## src/hw/rtl/rscst_mul32.sv

```systemverilog
`timescale 1ns / 1ps
// 64x64 low-half multiplier built from 32x32 partial products, accumulated in sequence.
module rscst_mul32 (
	input  logic        clk,
	input  logic        arst_n,
	input  logic        start,
	input  logic [63:0] a,
	input  logic [63:0] b,
	output logic        done,
	output logic [63:0] p
);
	logic [63:0] a_q, b_q, acc_q;
	logic [2:0]  step_q;
	logic        busy_q;
	logic [63:0] pp;
	logic [31:0] x, y;

	// Select the partial product of this step.
	always_comb begin
		x = a_q[31:0];
		y = b_q[31:0];
		case (step_q)
			3'd1: begin x = a_q[63:32]; y = b_q[31:0]; end
			3'd2: begin x = a_q[31:0]; y = b_q[63:32]; end
			default: begin x = a_q[31:0]; y = b_q[31:0]; end
		endcase
		pp = {32'd0, x} * {32'd0, y};
	end

	// Accumulate the three products that reach the low half.
	always_ff @(posedge clk or negedge arst_n) begin
		if (!arst_n) begin
			busy_q <= 1'b0;
			step_q <= 3'd0;
			done   <= 1'b0;
		end else begin
			done <= 1'b0;
			if (start) begin
				busy_q <= 1'b1;
				step_q <= 3'd0;
				a_q    <= a;
				b_q    <= b;
			end else if (busy_q) begin
				if (step_q == 3'd0) acc_q <= pp;
				else acc_q <= acc_q + {pp[31:0], 32'd0};
				if (step_q == 3'd2) begin
					busy_q <= 1'b0;
					done   <= 1'b1;
				end
				step_q <= step_q + 3'd1;
			end
		end
	end
	assign p = acc_q;
endmodule

```

## config.mk

```make
export PLATFORM = sky130hd
export DESIGN_NAME = rscst_mul32
export DESIGN_NICKNAME = d
export VERILOG_FILES = /design/src/hw/rtl/rscst_mul32.sv
export SDC_FILE = /design/constraint.sdc
export NUM_CORES = 2
export LEC_CHECK = 0
export BUFFER_PORTS_ARGS = -buffer_cell sky130_fd_sc_hd__buf_2
export CAP_MARGIN = 25
export CELL_PAD_IN_SITES_DETAIL_PLACEMENT = 1
export CELL_PAD_IN_SITES_GLOBAL_PLACEMENT = 2
export CORE_MARGIN = 2
export CORE_UTILIZATION = 45
export CTS_CLUSTER_DIAMETER = 80
export DETAILED_ROUTE_END_ITERATION = 16
export PLACE_DENSITY = 0.91
export SETUP_SLACK_MARGIN = 0.15
export SLEW_MARGIN = 5
export SYNTH_ARGS = -nofsm -noshare
export SYNTH_HDL_FRONTEND = slang
export SYNTH_SLANG_ARGS = --single-unit
```

## constraint.sdc

```tcl
create_clock -name clk -period 17 [get_ports clk]
set_input_delay 0.85 -clock clk [delete_from_list [all_inputs] [get_ports clk]]
set_output_delay 0.85 -clock clk [all_outputs]
set_load 0.03 [all_outputs]
```

==> results by group <==
Outcome
  • Status: finished, final reports clean

Place
  • Gpl congestion: 0.954
  • Worst slack, placed: 6000 ps
  • I/O Buffers: 195
  • HPWL Detailed: 118000 um

GRT
  • GRT overflow: 0
  • Initial antenna violation count: 9
  • Aggregate global-route resource usage: 32.0%
  • Pin count of the biggest net entering global routing: 69
  • Vias in the first global route: 36340
  • First-pass GRT wire length: 223000 um

Job
  • Maxcap violations: 0

Die
  • Ports: 196
  • Cell Rows: 111
  • Core box area: 91500 sq um
  • Die width: 308 um
  • Die Y: 308 um
  • Initial Utilization: 45.4%
  • DIE AREA: 94800 sq um

Synth
  • Synth Flop Type: edfxtp_1
  • Synth Area in Compound Gates: 5.29%
  • Synth top area share: 43.2%
  • Largest family of logic cells by synthesized area: adder cells
  • Distinct cells, synth: 76
  • Cell Area, Synth: 41500 sq um
  • Sequential share of the synthesized area: 14.2%
  • Async set or reset register ratio after synthesis: 2.54%
  • Mux contribution to synthesized area: 3.07%
  • Post-synth EDFFs: 192
  • Syn Nets: 5700
  • Simple-Gate Fraction of Synth Area: 13.4%
  • Post-Synth XOR/XNOR Area: 1.81%
  • Most numerous cell in the Yosys netlist: fa_1
  • Syn Area/Cell: 9.50 sq um
  • Gate Count Post-Synth: 4372
  • Commonest cells post-synth: fa_1 (897), inv_1 (878), nand2_1 (736)
  • FF+latch count, synth: 197
  • Yosys warning count: 0
  • Area leader, netlist: fa_1
  • Post-Synth Adder-Cell Area: 52.3%
  • Synth top area cells: fa_1 (43%), edfxtp_1 (14%), ha_1 (9.0%), inv_1 (7.9%), nand2_1 (6.6%)

Setup path
  • Max incr delay on CP: 590 ps
  • Worst setup endpoint: p[63]$_DFFE_PP_
  • Startpoint Class: flop
  • Crit path top cell by count: fa_1
  • Crit-path slowest cell: buf_4
  • Worst endpoint required time: 17280 ps
  • Max Fanout on Critical Path: 32
  • Setup crit end kind: flop
  • Critical Setup Path Class: reg2reg
  • Worst Reg-to-Reg Cells: 38
  • R2R Setup Slk: 5860 ps
  • Crit path DAT: 11420 ps
  • RR Endpoint: p[63]$_DFFE_PP_
  • CP startpoint: step_q[1]$_DFFE_PN0P_
  • Reg2reg start: step_q[1]$_DFFE_PN0P_

Clock tree
  • CTS Buf Count: 17
  • Post-CTS sizing: 0
  • Hold buffers post-CTS: 0
  • Clock Latency Late Sink: 570 ps
  • CTS Root Cell: clkbuf_16
  • Htree depth: 4
  • Clk slew on worst S/H paths: 100 ps
  • Clock Sinks: 197
  • CTS tree: done
  • Setup repair bufs after CTS: 0
  • Clk buf depth: 2

Route
  • WL per Instance: 25.9 um
  • Via-to-Cell Ratio: 5.66
  • Vias: 31942
  • DRC errors left: 0
  • Antenna Nets Post-Route: 0
  • Drt pass-1 iters: 5
  • Final WL: 146000 um
  • Initial detailed-routing violation count: 2152

Final layout
  • Synth-to-layout area growth: 7.17%
  • Share of layout cells above drive strength 1: 9.60%
  • Final Net Count: 5773
  • Final Util: 48.7%

Timing
  • Minimum clock period: 11140 ps
  • Setup ws final: 5860 ps
  • Fmax: 89.8 MHz
  • Max-slew headroom: 21.1%
  • Crit share post-route: 65.5%
  • Layout Skew: 33.2 ps
  • RSZ-0062 raised after global routing: no
  • Worst-margin pin slew: 1150 ps
  • Setup TNS: 0 ps
  • Final hold violations: 0
  • Setup Viol. Count Final: 0
  • Max-slew violation count: 0

Hold path
  • Hold WC Path Type: in2async
-- registers in the layout, summed over array words and instances, names as in the netlist --
register / flops
a_q: 64
b_q: 64
busy_q: 1
done: 1
p: 64
step_q: 3
-- layout make-up --
type,count,area (sq um)
inverter,878,3300
clock buffer,17,425
sequential,197,5890
tap,1186,1480
fill,10491,47000
antenna,3,7.51
clock inverter,15,223
multi-input combinational,3080,31600
timing repair buffer,271,1550
-- cells by family after synthesis --
logic type	after synthesis
AOI/OAI and AO/OA	331
xor gates and xnor gates	86
adders and majority gates	1197
buffers and inverters	1095
DFF	197
muxes	120
and+or+nand+nor	1346
-- worst min path at each step --
stage,from,endpoint,depth (start not counted)
after floorplan,step_q[1]$_DFFE_PN0P_,step_q[1]$_DFFE_PN0P_,2
after global placement,step_q[1]$_DFFE_PN0P_,step_q[1]$_DFFE_PN0P_,2
after detailed placement,step_q[1]$_DFFE_PN0P_,step_q[1]$_DFFE_PN0P_,2
after CTS,arst_n,done$_DFF_PN0_,1
after global routing,arst_n,done$_DFF_PN0_,1
final,arst_n,done$_DFF_PN0_,1
-- worst max-delay path, delay by kind of cell, from the launching register on --
family          cells  cell delay (ps)
compound gates      8             1610
simple gates        8             1680
fa+ha+maj          11             4330
flops               1              430
buf+inv             8             1720
mux                 1              400
xor+xnor            2              620
-- stage by stage --
stage / cells / hold WS, ps / cell area (sq um)
2_1_floorplan: 4372 / 538 / 41500
3_3_place_gp: 5608 / 567 / 43800
3_5_place_dp: 5612 / 592 / 43900
4_1_cts: 5644 / 67.8 / 44500
5_1_grt: 5645 / 88.6 / 44500
6_report: 5647 / 102 / 44500
-- cells in the final DEF, fill, tap and decap left out, types with 6 or more instances in the layout --
cell / count
nor3_1: 11
mux2i_2: 19
or3_1: 8
nor2b_1: 7
buf_2: 195
and2_1: 51
o211ai_1: 10
o21bai_1: 15
mux2i_1: 36
edfxtp_1: 192
or2_2: 6
a211oi_1: 7
xor2_1: 32
nand3_1: 26
fa_1: 897
nand2_1: 736
o21a_1: 14
buf_4: 74
a21o_1: 41
nand4_1: 38
a21boi_0: 6
mux2_2: 61
and3_1: 7
xnor2_1: 54
o21ai_1: 14
inv_1: 878
ha_1: 300
or4_1: 6
o31ai_1: 6
o21ai_0: 47
nand2b_1: 15
clkbuf_16: 17
a21oi_1: 119
nor2_1: 411
-- layer usage --
metal	wire length, um	vias to the layer above	share of wire [%]	GRT usage (%)
met1	58400	16966	40	40.6
met5	73	-	0.050	0
met2	70600	1196	48	53.2
li1	-	13423	-	-
met3	10000	347	6.9	5.97
met4	6970	10	4.8	14.4
Power is left out: the tool's default activity adds up to more than one toggle a clock period on the data nets, which glitch-free logic cannot reach.
