--- src/hw/rtl/rscst_divider.sv ---
`timescale 1ns / 1ps
// Restoring remainder of a 64-bit value by a narrow divisor, one bit per cycle.
module rscst_divider #(
	parameter int unsigned W = 16
) (
	input  logic         clk,
	input  logic         arst_n,
	input  logic         start,
	input  logic [63:0]  dividend,
	input  logic [W-1:0] divisor,
	output logic         done,
	output logic [W-1:0] rem
);
	logic [63:0] num_q;
	logic [W:0]  rem_q;
	logic [6:0]  cnt_q;
	logic        busy_q;
	logic [W:0]  shifted;

	assign shifted = {rem_q[W-1:0], num_q[63]};

	always_ff @(posedge clk or negedge arst_n) begin
		if (!arst_n) begin
			busy_q <= 1'b0;
			done   <= 1'b0;
			cnt_q  <= 7'd0;
		end else begin
			done <= 1'b0;
			if (start) begin
				busy_q <= 1'b1;
				num_q  <= dividend;
				rem_q  <= '0;
				cnt_q  <= 7'd0;
			end else if (busy_q) begin
				num_q <= {num_q[62:0], 1'b0};
				if (shifted >= {1'b0, divisor}) rem_q <= shifted - {1'b0, divisor};
				else rem_q <= shifted;
				if (cnt_q == 7'd63) begin
					busy_q <= 1'b0;
					done   <= 1'b1;
				end
				cnt_q <= cnt_q + 7'd1;
			end
		end
	end
	assign rem = rem_q[W-1:0];
endmodule

--- config.mk ---
export PLATFORM = sky130hd
export DESIGN_NAME = rscst_divider
export DESIGN_NICKNAME = d
export VERILOG_FILES = /design/src/hw/rtl/rscst_divider.sv
export SDC_FILE = /design/constraint.sdc
export NUM_CORES = 1
export LEC_CHECK = 0
export BUFFER_PORTS_ARGS = -buffer_cell sky130_fd_sc_hd__clkbuf_2
export CORE_MARGIN = 2
export CORE_UTILIZATION = 57
export CTS_BUF_LIST = sky130_fd_sc_hd__clkbuf_4 sky130_fd_sc_hd__clkbuf_8
export CTS_CLUSTER_SIZE = 24
export DETAILED_ROUTE_END_ITERATION = 16
export PLACE_DENSITY = 0.83
export SYNTH_ARGS = -nofsm -noshare
export SYNTH_HDL_FRONTEND = slang
export SYNTH_SLANG_ARGS = --single-unit
--- constraint.sdc ---
create_clock -name clk -period 5.23 [get_ports clk]
set_input_delay 0.2615 -clock clk [delete_from_list [all_inputs] [get_ports clk]]
set_output_delay 0.2615 -clock clk [all_outputs]
set_load 0.02 [all_outputs]
==> results of run 1 <==
==> power groups by stage <==
stage | Sequential, W | Clock, W | Combinational (W)
floorplan | 0.000921 | 0 | 0.000329
global placement | 0.000901 | 0 | 0.000448
detailed placement | 0.000905 | 0 | 0.000461
CTS | 0.000889 | 0.000547 | 0.000466
global route | 0.000898 | 0.000575 | 0.000514
finish | 0.000889 | 0.000539 | 0.000465
==> worst max-delay path: stages (launching register included) <==
cell      delay, ns
edfxtp_1       0.45
ha_1           0.41
and3_1         0.22
nand2_2        0.08
or4_1          0.55
and3_1         0.21
a21oi_2        0.88
mux2_2         0.42
a22o_1         0.19
==> cells by family after synthesis <==
group	synth area share [%]
XOR/XNOR	2.37
AO/OA/AOI/OAI	9.52
buffers and inverters	3.36
adder cells (fa/ha/maj)	4.84
multiplexers	17.5
AND/OR/NAND/NOR	7.75
flip-flops	54.6
==> final cells by class <==
class	instances	area [µm²]	area share (%)
clock buffer	9	124	2.20
clock inverter	7	103	1.82
inverter	24	90.1	1.60
multi-input combinational	255	2030	36.0
sequential	89	2630	46.6
tap	105	131	2.33
timing repair buffer	103	531	9.42
==> what timing repair did <==
item / in CTS / in global routing
hold buffers: 1 / 0
hold endpoints to repair: 9 / 0
buffers inserted: 0 / 0
==> cell usage after synthesis, drive strengths merged (6+ instances only) <==
| master | instances | area, µm² |
|---|---|---|
| mux2 | 66 | 743 |
| nand3 | 8 | 40.0 |
| xor2 | 6 | 52.6 |
| xnor2 | 7 | 61.3 |
| a211oi | 10 | 75.1 |
| mux2i | 10 | 100 |
| edfxtp | 80 | 2400 |
| nand2 | 16 | 62.6 |
| inv | 24 | 90.1 |
| o21ai | 13 | 65.1 |
| dfrtp | 9 | 225 |
| a21oi | 18 | 93.8 |
| nor2 | 29 | 109 |
| ha | 17 | 213 |
| clkbuf | 11 | 41.3 |
==> per-stage QoR <==
step | setup slack (ns) | total power [W] | hold slack [ns] | std cells
floorplan | 0.983 | 0.00125 | -0.0341 | 384
global placement | 1.70 | 0.00135 | 0.315 | 575
detailed placement | 1.59 | 0.00137 | 0.325 | 575
CTS | 1.54 | 0.00190 | 0.184 | 592
global route | 1.33 | 0.00199 | 0.187 | 592
finish | 1.56 | 0.00189 | 0.198 | 592
==> sequential cells by signal, indices dropped and copies added (netlist names) <==
| name | cells |
|---|---|
| num_q | 64 |
| rem_q | 16 |
| cnt_q | 7 |
| busy_q | 1 |
| done | 1 |
==> how the worst max path moves through the flow <==
stage	cells past startpoint	startpoint	slack, ns	end
6_report	8	rem_q[8]	1.56	rem_q[2]
5_1_grt	8	rem_q[7]	1.33	rem_q[0]
4_1_cts	8	rem_q[7]	1.54	rem_q[2]
3_5_place_dp	8	rem_q[7]	1.59	rem_q[2]
3_3_place_gp	8	rem_q[7]	1.70	rem_q[2]
2_1_floorplan	4	start	0.98	num_q[0]
==> metal layers <==
layer  GRT usage (%)  wire (µm)  vias up
met3            5.79        617       10
met5               0          0        -
li1                -          -     1631
met2            36.8       4630      107
met4            5.24         99        0
met1            27.3       4040     1562
==> metrics.yaml, run 1 <==
job:
  cap_violations: 0
power:
  p_per_area_nw_per_um2: 336
  swShare_pct: 28.9
  ir_worst_vdd_uv: 223
  p_seq_share_pct: 47.0
  power_frac_comb_pct: 24.6
  p_int_w: 0.00135
  leakagePower_nw: 2.34
  clock_power_share_pct: 28.5
  switchingPower_w: 0.000548
sta:
  hold_viol_final: 0
  rsz0062_at_grt: "no"
  tightest_slew_ns: 1.19
  finalCritPeriodShare_pct: 70.1
  min_period_ns: 3.67
  max-slew-margin-rel_pct: 20.9
  slew_viol_final: 0
  finalSetupViolations: 0
  fin_tns_setup_ns: 0
  skew_ns: 0.0131
  max_freq_mhz: 273
status:
  outcome: "complete, no violations"
detailed_routing:
  ant_nets: 0
  post_drt_wl_per_cell_um: 15.9
  viasPerCell: 5.59
  wl_um: 9390
  drt_iter0_drc: 188
  drtPass1Iterations: 4
  drc: 0
  vias: 3310
global_route:
  grt_pass1_vias: 3257
  grt_pass1_wl_um: 15100
  grt_antenna_before_repair: 0
  grt_util_all_layers_pct: 21.5
  grt_start_max_net_pins: 59
  overflow: 0
finish:
  nFillCells: 594
  fin_nets: 583
  fin_area_um2: 5630
  diodes: 0
  utilization_pct: 68.6
  syn2layout_area_growth_pct: 17.1
  layout_commonest_cell: "clkbuf_2"
  mostFrequentLayoutCells: "clkbuf_2 (98), edfxtp_1 (80), mux2_2 (66)"
  drive_gt1_share_pct: 39.0
place:
  dpl-instance-area_um2: 5400
  hpwl_um: 6550
  routabilityCongestion: 0.944
  io_buffers: 99
setup_path:
  crit_path_end_kind: "register"
  start_kind: "register"
  crit_fanout: 20
  worstReg2RegStart: "rem_q[8]"
  r2r_setup_slack_ns: 1.56
  worstPathRequired_ns: 5.35
  worstPathArrival_ns: 3.78
  critical_path_class: "register to register"
  worst-r2r-cell-count: 8
  r2r_end: "rem_q[2]"
yosys:
  seq_area_frac_synth_pct: 54.6
  syn_avg_cell_area_um2: 12.5
  synth_edf_count: 80
  synth_cells: 384
  syn_nets: 485
  postSynth.asyncResetShare_pct: 10.1
  synth_seq_cells: 89
  yosysUniqueCellTypes: 46
  ys.flop_type: "edfxtp_1"
  netlist_area_um2: 4810
  yosys_warnings: 0
floorplan:
  die-area_um2: 9190
  start_util_pct: 58.5
  dieHeight_um: 95.9
  io_pins: 100
  core.rowCount: 33
  die_w_um: 95.9
  core_area_um2: 8220
clocking:
  cts_buffer_depth: 2
  cts_tree: "yes"
  clk_latency_ns: 0.36
  cts.clk_slew.worst_paths_ns: 0.10
  root_buffer: "clkbuf_8"
  ctsResizeCount: 0
  clock_sinks: 89
  h-tree-depth: 3
  numCtsBuffers: 9
min_path:
  holdCritStartpoint: "dividend[0]"
  hold_class: "input pin to register"
  worstHoldEndpoint: "num_q[0]"
  hold-path-cell-count: 2
Note: power is estimated with default switching activity, not from simulation.
==> run 2: changes to the inputs <==
CORE_UTILIZATION = 51   (was 57)
PLACE_DENSITY = 0.78   (was 0.83)
clock period = 2.94 ns   (was 5.23 ns; I/O delays follow)
==> metrics.yaml, run 2 (same netlist as run 1, synthesis figures left out) <==
place:
  hpwl_um: 7000  # +6.8%
  routabilityCongestion: 0.888  # -5.9%
  io_buffers: 99  # unchanged
  dpl-instance-area_um2: 5540  # +2.6%
power:
  ir_worst_vdd_uv: 361  # +62%
  fin_total_pwr_w: 0.00347  # +83%
  p_per_area_nw_per_um2: 593  # +77%
  leakagePower_nw: 2.42  # +3.1%
global_route:
  grt.busiest_layer: "met2"
  grt_start_max_net_pins: 65  # +10%
  met1_usage_pct: 26.0  # -1.3 points
  grt_util_met3_pct: 4.65  # -1.1 points
  grt_util_all_layers_pct: 20.0  # -1.5 points
  overflow: 0  # unchanged
  grt_pass1_vias: 3429  # +5.3%
  grt_pass1_wl_um: 16000  # +5.7%
  grt_antenna_before_repair: 0  # unchanged
  met2_usage_pct: 32.3  # -4.5 points
finish:
  largestRegisters: "num_q x64, rem_q x16, cnt_q x7"
  diodes: 0  # unchanged
  drive_gt1_share_pct: 42.3  # +3.3 points
  nFillCells: 744  # +25%
  largest_reg_flops: 64  # unchanged
  largest_register: "num_q"
  syn2layout_area_growth_pct: 21.5
  layout_commonest_cell: "clkbuf_2"
  utilization_pct: 63.6  # -5.0 points
  mostFrequentLayoutCells: "clkbuf_2 (98), edfxtp_1 (80), mux2_2 (66)"
  fin_area_um2: 5840  # +3.7%
  fin_nets: 595  # +2.1%
job:
  cap_violations: 0  # unchanged
floorplan:
  start_util_pct: 52.3  # -6.2 points
  core.rowCount: 35  # +6.1%
  die_w_um: 101  # +5.5%
  io_pins: 100  # unchanged
  core_area_um2: 9200  # +12%
  die-area_um2: 10200  # +11%
  dieHeight_um: 101  # +5.5%
min_path:
  holdCritStartpoint: "dividend[0]"
  hold_class: "input pin to register"
detailed_routing:
  viasPerCell: 5.50  # -1.7%
  wl_um: 9870  # +5.1%
  drtPass1Iterations: 4  # unchanged
  vias: 3353  # +1.3%
  drc: 0  # unchanged
  drt_iter0_drc: 179  # -4.8%
  post_drt_wl_per_cell_um: 16.2  # +2.0%
  ant_nets: 0  # unchanged
clocking:
  root_buffer: "clkbuf_8"
  cts.clk_slew.worst_paths_ns: 0.10  # about the same
  clock_sinks: 89  # unchanged
  clk_latency_ns: 0.35  # about the same
  numCtsBuffers: 9  # unchanged
  cts_tree: "yes"
  h-tree-depth: 3  # unchanged
  cts_buffer_depth: 2  # unchanged
setup_path:
  start_kind: "register"
  cp_cell_sequence: "ha_4 -> and3_1 -> nand2_2 -> or4_1 -> and3_4 -> a21oi_4 -> mux2_2 -> a22o_1"
  worstPathArrival_ns: 2.94  # -0.84 ns
  crit_fanout: 6  # -70%
  worstReg2RegStart: "rem_q[6]"
  crit_path_end_kind: "register"
  critical_path_class: "register to register"
  critPathLaunch: "rem_q[6]"
  critical-path-slowest-cell: "or4_1"
  worstPathRequired_ns: 3.05  # -2.30 ns
  cpPeakStageDelay_ns: 0.55  # -0.33 ns
status:
  outcome: "complete, no violations"
sta:
  finalSetupViolations: 0  # unchanged
  skew_ns: 0.00713  # -0.00600 ns
  max_freq_mhz: 353  # +30%
  fin_hold_ws_ns: 0.0760  # -0.122 ns
  hold_viol_final: 0  # unchanged
  tightest_slew_ns: 0.725  # -0.461 ns
  slew_viol_final: 0  # unchanged
  min_period_ns: 2.83  # -0.837 ns
  rsz0062_at_grt: "yes"
  max-slew-margin-rel_pct: 51.6  # +31 points
  finalCritPeriodShare_pct: 96.3  # +26 points
## run 2: final timing paths
| path | endpoint | slack (ns) | depth (start not counted) |
|---|---|---|---|
| setup / recovery | rem_q[2] | 0.11 | 8 |
| hold / removal | num_q[0] | 0.08 | 2 |
| setup reg to reg | rem_q[2] | 0.11 | 8 |
| hold reg to reg | done | 0.51 | 1 |
| max in group asynchronous | cnt_q[4] | 2.31 | 3 |
| min in group asynchronous | cnt_q[3] | 0.36 | 3 |
## run 2: final cells by class
type / count / area, µm² / area share (%)
Inverter: 24 / 90.1 / 1.54
Clock inverter: 7 / 100 / 1.71
Tap cell: 111 / 139 / 2.38
Multi-Input combinational cell: 255 / 2110 / 36.1
Sequential cell: 89 / 2630 / 45.0
Timing Repair Buffer: 115 / 653 / 11.2
Clock buffer: 9 / 124 / 2.12
## run 2: critical path, delay by kind of cell (launching register included)
kind	cells	cell delay [ns]
AOI/OAI and AO/OA	2	0.37
and+or+nand+nor	4	1.03
DFF	1	0.49
muxes	1	0.35
adders and majority gates	1	0.34
## run 2: what timing repair did
action,4_1_cts,5_1_grt
resized for setup,0,8
setup buffers,0,4
setup endpoints to repair,0,14
hold endpoints to repair,9,0
hold buffers,1,0
## run 2: power breakdown
group | leakage [nW] | total, W | internal, W | switching, W
Combinational | 1.39 | 0.000935 | 0.000459 | 0.000476
Sequential | 0.908 | 0.00158 | 0.00152 | 0.0000624
Clock | 0.114 | 0.000952 | 0.000487 | 0.000465
## run 2: through the flow
stage	cells	worst slack, ns	setup TNS (ns)
after floorplan	384	0.00518	0
after global placement	589	0.153	0
after detailed placement	589	0.0618	0
after CTS	606	0.0338	0
after global routing	610	-0.00347	-0.00347
final	610	0.109	0
## run 2: routing by layer
| layer | vias up | wire length [µm] |
|---|---|---|
| li1 | 1655 | - |
| met1 | 1574 | 4300 |
| met2 | 107 | 4800 |
| met3 | 17 | 575 |
| met4 | 0 | 190 |
| met5 | - | 0 |
==> run 3: changes to the inputs <==
GPL_TIMING_DRIVEN = 0   (was unset)
==> metrics.yaml, run 3 (same netlist as run 1, synthesis figures left out) <==
status:
  outcome: "complete, no violations"
place:
  io_buffers: 98  # -1.0%
  numPlacedInstances: 595  # +1.0%
  hpwl_um: 7350  # +5.1%
  post-place-ws_ns: -0.0914  # -0.153 ns
  routabilityCongestion: 0.864  # -2.7%
sta:
  skew_ns: 0.00930  # +0.00217 ns
  finalSetupViolations: 0  # unchanged
  slew_viol_final: 0  # unchanged
  fin_hold_ws_ns: 0.0778  # +0.00181 ns
  tightest_slew_ns: 0.662  # -0.0635 ns
  finalCritPeriodShare_pct: 98.6  # +2.3 points
  max-slew-margin-rel_pct: 55.9  # +4.2 points
  min_period_ns: 2.90  # +0.0691 ns
  rsz0062_at_grt: "yes"
  setup_ws_ns: 0.0400  # -0.0691 ns
  hold_viol_final: 0  # unchanged
  max_freq_mhz: 345  # -2.4%
setup_path:
  path_common_cell: "and3_4"
  cpPeakStageDelay_ns: 0.55  # about the same
  critical_path_class: "register to register"
  crit_path_end_kind: "register"
  cp_top_family: "simple AND/OR/NAND/NOR gates"
  cp_cell_sequence: "ha_4 -> and3_4 -> nand2_2 -> or4_4 -> and3_4 -> a21oi_2 -> buf_6 -> mux2_2 -> a22o_1"
  critPathBufInv: 1  # +1
  r2r_setup_slack_ns: 0.04  # -0.07 ns
  start_kind: "register"
  worstPathRequired_ns: 3.06  # about the same
  crit_fanout: 6  # unchanged
  critical-path-slowest-cell: "or4_4"
  worstPathArrival_ns: 3.02  # +0.08 ns
finish:
  layout_commonest_cell: "clkbuf_2"
  layout.cells.non_filler: 623  # +2.1%
  syn2layout_area_growth_pct: 22.6
  largestRegisters: "num_q x64, rem_q x16, cnt_q x7"
  diodes: 0  # unchanged
  largest_register: "num_q"
  fin_nets: 608  # +2.2%
  largest_reg_flops: 64  # unchanged
  drive_gt1_share_pct: 42.4  # +0.098 points
  utilization_pct: 64.1  # +0.54 points
  mostFrequentLayoutCells: "clkbuf_2 (98), edfxtp_1 (80), mux2_2 (66)"
floorplan:
  start_util_pct: 52.3  # unchanged
  dieHeight_um: 101  # unchanged
  die_w_um: 101  # unchanged
  core.rowCount: 35  # unchanged
  core_area_um2: 9200  # unchanged
  die-area_um2: 10200  # unchanged
  io_pins: 100  # unchanged
power:
  leakagePower_nw: 2.40  # -0.86%
  ir_worst_vdd_uv: 429  # +19%
  switchingPower_w: 0.00102  # +2.0%
  p_int_w: 0.00232  # -5.8%
  clock_power_share_pct: 23.4  # -4.1 points
  fin_total_pwr_w: 0.00334  # -3.6%
  p_seq_share_pct: 47.4  # +1.8 points
  p_per_area_nw_per_um2: 567  # -4.4%
  swShare_pct: 30.6  # +1.7 points
  power_frac_comb_pct: 29.2  # +2.2 points
clocking:
  root_buffer: "clkbuf_8"
  cts_buffer_depth: 2  # unchanged
  clk_latency_ns: 0.36  # about the same
  clock_sinks: 89  # unchanged
  h-tree-depth: 3  # unchanged
  numCtsBuffers: 9  # unchanged
  cts_tree: "yes"
  cts.clk_slew.worst_paths_ns: 0.10  # about the same
detailed_routing:
  ant_nets: 0  # unchanged
  drc: 0  # unchanged
  wl_um: 10200  # +3.5%
  drt_iter0_drc: 246  # +37%
  drtPass1Iterations: 4  # unchanged
  post_drt_wl_per_cell_um: 16.4  # +1.3%
  viasPerCell: 5.60  # +1.9%
  vias: 3489  # +4.1%
job:
  cap_violations: 0  # unchanged
min_path:
  hold_class: "input pin to register"
global_route:
  grt_pass1_vias: 3380  # -1.4%
  grt_pass1_wl_um: 16000  # +0.13%
  overflow: 0  # unchanged
  grt_util_all_layers_pct: 20.3  # +0.31 points
  grt_antenna_before_repair: 0  # unchanged
  grt_start_max_net_pins: 28  # -57%
[run 3: cell types whose count changed in the layout (fill, tap and decap cells not counted), sizes merged]
cell,change
clkinvlp,+4
clkinv,-2
buf,+2
clkbuf,+11
bufinv,-2
[run 3: worst paths after layout]
kind / startpoint / end / cells after the start
worst min register to register: cnt_q[6] / done / 1
worst max register to register: rem_q[6] / rem_q[2] / 9
worst max-delay path: rem_q[6] / rem_q[2] / 9
max in group asynchronous: arst_n / done / 2
min in group asynchronous: arst_n / cnt_q[1] / 2
worst min-delay path: dividend[37] / num_q[37] / 2
[run 3: what timing repair did]
item / CTS / global route
pin swaps: 0 / 2
setup endpoints to repair: 2 / 12
resized for setup: 1 / 13
hold buffers: 1 / 0
hold endpoints to repair: 9 / 0
buffers inserted: 7 / 4
[run 3: layout make-up]
cell class	count	area [µm²]
clock buffers	9	124
well taps	111	139
multi-input cells	255	2150
inverters	24	90.1
repair buffers	112	634
clock inverters	7	55.1
fillers	709	3300
flip-flops and latches	89	2630
plain buffers	16	71.3
[run 3: per-layer routing]
layer | vias up | part of all wire (%) | global-route usage, %
met3 | 13 | 7.0 | 4.99
met5 | - | 0 | 0
met1 | 1681 | 43 | 27.6
met4 | 0 | 1.1 | 7.80
met2 | 116 | 49 | 31.7
li1 | 1679 | - | -
[run 3: per-stage QoR]
| step | area, µm² | setup TNS [ns] |
|---|---|---|
| detailed placement | 5540 | -0.118 |
| finish | 5890 | 0 |
| global placement | 5490 | -63.16 |
| CTS | 5790 | 0 |
| global route | 5890 | -0.0790 |
| floorplan | 4860 | 0 |
[run 3: power by group through the flow]
stage / logic [W] / clock network, W / registers, W
floorplan: 0.000601 / 0 / 0.00164
global placement: 0.000837 / 0 / 0.00161
detailed placement: 0.000868 / 0 / 0.00162
CTS: 0.000916 / 0.000801 / 0.00158
global route: 0.00106 / 0.000855 / 0.00160
finish: 0.000975 / 0.000784 / 0.00159
